$ cat src/hw/rtl/frequency_occupancy_cell_map_defines.svh
// Assertion macros shared by the cell map RTL.
`ifndef FREQUENCY_OCCUPANCY_CELL_MAP_DEFINES_SVH
`define FREQUENCY_OCCUPANCY_CELL_MAP_DEFINES_SVH

// Same-cycle implication, checked on i_clk with i_rst_n low as the disable.
`define FOCCM_ASSERT_NOW(lbl, ante, cons, msg) \
    lbl: assert property (@(posedge i_clk) disable iff (!i_rst_n) (ante) |-> (cons)) \
        else $error(msg);

// Next-cycle implication.
`define FOCCM_ASSERT_NEXT(lbl, ante, cons, msg) \
    lbl: assert property (@(posedge i_clk) disable iff (!i_rst_n) (ante) |=> (cons)) \
        else $error(msg);

`endif

$ cat src/hw/rtl/foccm_pkg.sv
// Types and constants of the occupancy cell map.
`timescale 1ns / 1ps
`default_nettype none

package foccm_pkg;

    localparam int AXIS_BITS    = 5;
    localparam int COUNT_BITS   = 16;
    localparam int ADDR_BITS    = 3 * AXIS_BITS;
    localparam int CELL_COUNT   = 1 << ADDR_BITS;
    localparam int MEM_W        = 2 * COUNT_BITS;
    localparam int FRAC_BITS    = 16;
    localparam int PROB_BITS    = FRAC_BITS + 1;
    localparam int THR_BITS     = 17;
    localparam int PROD_BITS    = THR_BITS + COUNT_BITS;
    localparam int DIV_CNT_BITS = $clog2(PROB_BITS);

    localparam logic [THR_BITS-1:0]   THR_RESET = THR_BITS'(16384);
    localparam logic [COUNT_BITS-1:0] COUNT_MAX = {COUNT_BITS{1'b1}};

    localparam logic [1:0] FUNC_QUERY   = 2'd0;
    localparam logic [1:0] FUNC_FREE    = 2'd1;
    localparam logic [1:0] FUNC_OCC     = 2'd2;
    localparam logic [1:0] FUNC_UNKNOWN = 2'd3;

    localparam logic [1:0] CLS_NONE = 2'd0;
    localparam logic [1:0] CLS_FREE = 2'd1;
    localparam logic [1:0] CLS_OCC  = 2'd2;

    typedef struct packed {
        logic                 re;
        logic                 we;
        logic [ADDR_BITS-1:0] addr;
        logic [MEM_W-1:0]     wdata;   // {visited, occupied}
    } t_mem_req;

    typedef struct packed {
        logic                 done;
        logic [PROB_BITS-1:0] quot;
        logic                 rem_nz;
    } t_div_res;

endpackage

`default_nettype wire

$ cat src/hw/rtl/foccm_div.sv
// Restoring divider producing occupied/visited in Q1.16, one bit per cycle.
`timescale 1ns / 1ps
`default_nettype none

`include "frequency_occupancy_cell_map_defines.svh"

module foccm_div
    import foccm_pkg::*;
(
    input  wire logic                  i_clk,
    input  wire logic                  i_rst_n,
    input  wire logic                  i_start,
    input  wire logic [COUNT_BITS-1:0] i_num,
    input  wire logic [COUNT_BITS-1:0] i_den,
    output t_div_res                   o_res
);

    localparam logic [DIV_CNT_BITS-1:0] CNT_LAST = DIV_CNT_BITS'(PROB_BITS - 1);

    logic                    r_busy;
    logic                    r_done;
    logic [DIV_CNT_BITS-1:0] r_cnt;
    logic [COUNT_BITS:0]     r_rem;
    logic [COUNT_BITS-1:0]   r_den;
    logic [PROB_BITS-1:0]    r_quot;

    logic [COUNT_BITS:0] trial;
    logic [COUNT_BITS:0] den_ext;
    logic                qbit;

    // The first step compares the numerator itself, giving the integer bit;
    // the numerator never exceeds the denominator, so one integer bit is enough.
    always_comb begin
        den_ext = {1'b0, r_den};
        trial   = (r_cnt == '0) ? r_rem : {r_rem[COUNT_BITS-1:0], 1'b0};
        qbit    = (trial >= den_ext);
    end

    always_ff @(posedge i_clk) begin
        if (!i_rst_n) begin
            r_busy <= 1'b0;
            r_done <= 1'b0;
            r_cnt  <= '0;
        end else begin
            r_done <= 1'b0;
            if (i_start) begin
                r_busy <= 1'b1;
                r_cnt  <= '0;
            end else if (r_busy) begin
                r_cnt <= r_cnt + 1'b1;
                if (r_cnt == CNT_LAST) begin
                    r_busy <= 1'b0;
                    r_done <= 1'b1;
                end
            end
        end
    end

    always_ff @(posedge i_clk) begin
        if (i_start) begin
            r_rem <= {1'b0, i_num};
            r_den <= i_den;
        end else if (r_busy) begin
            r_rem  <= qbit ? (trial - den_ext) : trial;
            r_quot <= {r_quot[PROB_BITS-2:0], qbit};
        end
    end

    assign o_res.done   = r_done;
    assign o_res.quot   = r_quot;
    assign o_res.rem_nz = |r_rem;

    `FOCCM_ASSERT_NOW(a_div_no_restart, i_start, !r_busy, "divider restarted while busy")
    `FOCCM_ASSERT_NOW(a_div_done_idle, r_done, !r_busy, "divider done while still busy")
    `FOCCM_ASSERT_NOW(a_div_rem_bound, r_busy, r_rem <= den_ext,
        "divider remainder exceeds denominator")

endmodule

`default_nettype wire
$ cat config.mk
export PLATFORM = sky130hd
export DESIGN_NAME = foccm_div
export DESIGN_NICKNAME = d
export VERILOG_FILES = /design/src/hw/rtl/foccm_pkg.sv /design/src/hw/rtl/foccm_div.sv
export VERILOG_INCLUDE_DIRS = /design/src /design/src/hw/rtl
export SDC_FILE = /design/constraint.sdc
export NUM_CORES = 1
export LEC_CHECK = 0
export BUFFER_PORTS_ARGS = -buffer_cell sky130_fd_sc_hd__buf_2
export CAP_MARGIN = 30
export CORE_UTILIZATION = 57
export CTS_CLUSTER_DIAMETER = 80
export DETAILED_ROUTE_END_ITERATION = 7
export HOLD_SLACK_MARGIN = 0.02
export PLACE_DENSITY = 0.8
export SKIP_LAST_GASP = 1
export SYNTH_ARGS = -nofsm -noshare
export SYNTH_HDL_FRONTEND = slang
export SYNTH_SLANG_ARGS = --single-unit
$ cat constraint.sdc
create_clock -name i_clk -period 5.1 [get_ports i_clk]
set_input_delay 0.765 -clock i_clk [delete_from_list [all_inputs] [get_ports i_clk]]
set_output_delay 0.765 -clock i_clk [all_outputs]
set_load 0.02 [all_outputs]
Word-level counts from Yosys, hierarchy flattened
Cells that the tools add are included.

storage, ports and cells
  register bits after elaboration = 57
  bits in latches = 0
  RAM bits = 0
  ROM bits = 0
  input port bits = 35
  output and inout port bits = 19
  memories kept = 0

cells by class
  add/sub/neg operators = 2
  $mul = 0
  divide/modulo/power cells = 0
  $lt $le $gt $ge = 1
  equal/unequal tests = 1
  shift-type cells = 0
  muxes and demuxes = 8
  bitwise operators = 3
  reductions and logical operators = 6

operator list
  cell                 number
  $mux 17              2
  $mux 16              2
  $ge 17x16->1         1
  $reduce_or 17->1     1
  $sub 17x16->17       1
  $add 5x1->5 const B  1
  $eq 5x5->1 const B   1
  $logic_not 5->1      1
  $mux 1               4
  $not 1->1            3
  $reduce_or 3->1      1
  $reduce_and 2->1     1
  $reduce_bool 2->1    1
  $reduce_or 2->1      1

Longest topological paths before layout
  depth in word-level cells = 6
  depth in mapped cells = 16

Worst setup path after synthesis
Ideal clock, no wire load.

  path type = register -> register
  start point = register r_cnt[0]
  end point = register r_rem[7], data pin
  arrival time = 3479 ps
  required time = 4832 ps
  path slack = 1353 ps
  cell stages (with the launch flop) = 16
  path buffers = 4
  cell sequence = dfxtp_1 > inv_1 > ha_1 > nor4b_4 > clkbuf_1 > mux2_2 > ha_1 > clkbuf_1 > nand2_1 > nor4_1 > o311ai_0 > o211a_1 > buf_6 > clkbuf_1 > a31oi_1 > o31ai_1

between the ends
  cells in the longest elaborated chain, start to end = 6

ends and longest elaborated chain
  what                                                   line                              RTL
  start, declared                                        foccm_div.sv:22                   logic [DIV_CNT_BITS-1:0] r_cnt;
  start signal, assigned                                 foccm_div.sv:50                   r_cnt <= r_cnt + 1'b1;
  $logic_not 5->1 (*)                                    foccm_div.sv:35                   trial = (r_cnt == '0) ? r_rem : {r_rem[COUNT_BITS-1:0], 1'b0};
  $mux 17 (*)                                            foccm_div.sv:35
  $sub 17x16->17 / $ge 17x16->1 (equally long branches)  foccm_div.sv:64, foccm_div.sv:36
  $mux 17 (*)                                            foccm_div.sv:64                   r_rem <= qbit ? (trial - den_ext) : trial;
  $mux 16 (*)                                            foccm_div.sv:63                   end else if (r_busy) begin
  $mux 16 (*)                                            foccm_div.sv:60                   if (i_start) begin
  end signal, assigned                                   foccm_div.sv:61                   r_rem <= {1'b0, i_num};
  end signal, assigned                                   foccm_div.sv:64
  end, declared                                          foccm_div.sv:23                   logic [COUNT_BITS:0] r_rem;

Every way passes the cells marked *; elsewhere a longest branch is shown, timed or not. The select of a mux whose other input is x is not followed.
A chain may end at the register's enable or synchronous reset.

Final worst setup path
  start point = register r_cnt[0]
  end point = register r_rem[13], data pin

The elaborated chain is that of the path after synthesis.

==> summary.md <==
| Metric | Value |
|---|---|
| Outcome | `finished, final reports clean` |
| Synth-to-layout area growth | `15.59%` |
| # IOs | `between 50 and 60` |
| MaxCap Viol Count | `0` |
| Hold_buf cts | `0` |
| RSZ-0062 raised after global routing | `false` |
| H-tree Lvls | `3` |
| GRT Util Overall | `between 20% and 30%` |
| Setup TNS | `0 ns` |
| Clock power frac | `between 20 and 25%` |
| Cell Rows | `27` |
| Ant. Diodes | `0` |
| Worst slew margin | `between 50% and 60%` |
| Largest net degree at the start of global routing | `36` |
| FFs w/ async S/R, synth | `0%` |
| Remaining DRCs | `0` |
| CTS tree | `yes` |
| Die ar. | `around 0.006 mm^2` |
| Final setup fails | `0` |
| Register area share after synthesis | `between 40 and 50%` |
| Die boundary width | `a little under 80 um` |
| Syn Inst Count | `324` |
| Fraction of layout cells with a size suffix above 1 | `between 20% and 30%` |
| Final net count | `433` |
| Synth warn | `0` |
| Fin crit period | `between 3 and 4 ns` |
| Syn nets | `378` |
| Grt ovf | `0` |
| Design area | `slightly below 0.004 mm^2` |
| Port Buf Inserts | `53` |
| Initial DRT Pass Iterations | `5` |
| Routed len/inst | `around 16 um` |
| Switching power | `approximately 0.64 mW` |
| Combinational fraction of design power | `between 40% and 50%` |
| Reg clk slew, reported paths | `~0.06 ns` |
| Worst VDD drop | `0.0002385 V` |
| Post-synth EDFFs | `between 40 and 50` |
| Final core utilization | `69.07%` |
| Vias/cell | `about 6` |
| Core ar. | `approximately 0.0056 mm^2` |
| Post-CTS Repair Setup Buffers | `0` |
| Placed Cells incl. Taps | `between 400 and 500` |
| CTS root buffer | `clkbuf_8` |
| Leak | `1.613 nW` |
| Seq pwr share | `a little over a third` |
| Post-route insts no fill | `between 400 and 500` |
| Worst Setup End Kind | `flop` |
| Drt total wl | `7400 um` |
| GPL Wtd Cong | `0.8924` |
| Clock Skews | `approximately 0.010 ns` |
| Initial antenna violation count | `0` |
| Post-CTS sizing | `0` |
| Critical path type | `reg2reg` |
| DRT iter0 DRCs | `280` |
| Final Slew Violations | `0` |
| Hold WC Path Type | `reg2reg` |
| Required time of the critical path | `5.20 ns` |
| Arr. time, crit path | `slightly above 4 ns` |
| Pwr/cell area | `approximately 460 mW/mm^2` |
| Hold Fails Final Rpt | `0` |
| First-pass GRT wire length | `between 10000 and 15000 um` |
| Cell variety after synth | `48` |
| Vias | `around 2700` |
| Max FO, Critical Path | `18` |
| Commonest cells after routing, fill and taps aside | `buf_2, edfxtp_1, nand2_1, nor2_1, a21oi_1` |
| CTS sink count | `57` |
| Syn_area_per_cell | `10.28 um^2` |
| Slew @ Worst Pin | `0.6976 ns` |
| Final HPWL DP | `5515 um` |
| Max Fclk | `around 250 MHz` |
| DRT antenna net count | `0` |
| Synth Register Bits | `57` |
| TritonCTS Buffers | `9` |
| Int Power | `between 1 and 1.5 mW` |
| Vias in the first global route | `about 2400` |
| Clk_lat worst skew | `around 0.33 ns` |
| Fin Hold WS | `about 0.45 ns` |
| CTS max path bufs | `2` |
| Starting Density | `59.75%` |
| Chip height | `roughly 78 um` |
| Primary FF master, synth | `edfxtp_1` |
| Synth Cell Area | `approximately 0.0033 mm^2` |
| Most common cell after layout, fill and taps aside | `buf_2` |
| Switch share | `a little over a third` |
| Critical path startpoint category | `flop` |
| Final period util | `roughly 80%` |
| Placed Area | `0.003649 mm^2` |
==> power by group through the flow <==
stage                     logic [mW]  registers (mW)  clock network (mW)
after floorplan                0.545           0.623                   0
after global placement         0.683           0.629                   0
after detailed placement       0.692           0.631                   0
after CTS                      0.697           0.622               0.451
after global routing           0.785           0.628               0.469
final                          0.710           0.624               0.442
==> final cells by class <==
| type | instances | area (um^2) |
|---|---|---|
| Clock inverter | 4 | 70.07 |
| Clock buffer | 11 | 131.4 |
| Timing Repair Buffer | 56 | 287.8 |
| Fill cell | 414 | 1724 |
| Multi-Input combinational cell | 232 | 1553 |
| Inverter | 23 | 86.33 |
| Tap cell | 72 | 90.09 |
| Sequential cell | 57 | 1632 |
==> metal layers <==
layer  up-vias  GRT usage, %  routed length [um]
li1       1299             -                   -
met4         0         8.889                 119
met3        16         6.860                 554
met5         -             0                   0
met2       134         36.49                3297
met1      1248         37.65                3429
==> worst paths after layout <==
path         startpoint   endpoint  slack (ns)  depth (start not counted)
max            r_cnt[0]  r_rem[13]        1.13                         13
min           r_quot[5]  r_quot[6]        0.45                          0
max reg2reg    r_cnt[0]  r_rem[13]        1.13                         13
min reg2reg   r_quot[5]  r_quot[6]        0.45                          0
==> state kept, by name, indices dropped and copies added (netlist names) <==
signal	cells
r_cnt	5
r_den	16
r_busy	1
r_done	1
r_quot	17
r_rem	17
==> cell families after synthesis <==
| group | share of synthesized area, % |
|---|---|
| compound gates | 13.22 |
| buf+inv | 4.395 |
| fa+ha+maj | 7.363 |
| flops | 48.99 |
| mux | 6.612 |
| xor+xnor | 3.945 |
| simple gates | 15.48 |
==> critical path, cell delays in order (launching register included) <==
cell and delay [ns]:
dfxtp_1 0.34, inv_1 0.07, ha_1 0.17, nor4b_4 0.19, buf_4 0.29, mux2_2 0.40
ha_1 0.42, nand2_1 0.17, nor4_1 0.39, o311ai_0 0.22, o211a_1 0.41, inv_2 0.31
o21ai_0 0.14, a31o_2 0.22
==> Yosys cell counts (2+ instances only) <==
| master | count | area [um^2] |
|---|---|---|
| o211ai_1 | 4 | 30.03 |
| a21o_1 | 2 | 15.01 |
| xor2_1 | 6 | 52.55 |
| buf_4 | 2 | 15.01 |
| dfxtp_1 | 8 | 160.2 |
| o31ai_1 | 3 | 22.52 |
| nand4_1 | 3 | 18.77 |
| o2111ai_1 | 2 | 17.52 |
| a31oi_1 | 10 | 62.56 |
| and3_1 | 3 | 18.77 |
| a31o_2 | 2 | 17.52 |
| nand4b_1 | 2 | 17.52 |
| nor2_1 | 26 | 97.59 |
| and2_1 | 3 | 18.77 |
| inv_1 | 21 | 78.83 |
| nor2b_1 | 2 | 12.51 |
| nor3_1 | 6 | 30.03 |
| ha_1 | 18 | 225.2 |
| nor4_1 | 5 | 31.28 |
| clkbuf_1 | 9 | 33.78 |
| mux2_2 | 16 | 180.2 |
| mux2i_1 | 4 | 40.04 |
| nand3_1 | 7 | 35.03 |
| nand2b_1 | 4 | 25.02 |
| nand2_1 | 42 | 157.7 |
| xnor2_1 | 9 | 78.83 |
| o21ai_0 | 13 | 65.06 |
| or3_1 | 2 | 12.51 |
| edfxtp_1 | 49 | 1471 |
| o21a_1 | 2 | 15.01 |
| a21oi_1 | 22 | 110.1 |
==> metrics by stage <==
stage,worst slack [ns],power [mW]
after global placement,1.270,1.312
after global routing,0.8560,1.882
after floorplan,1.353,1.168
final,1.129,1.776
after detailed placement,1.175,1.323
after CTS,1.173,1.770
No activity file was read; power rests on OpenSTA's default activity.
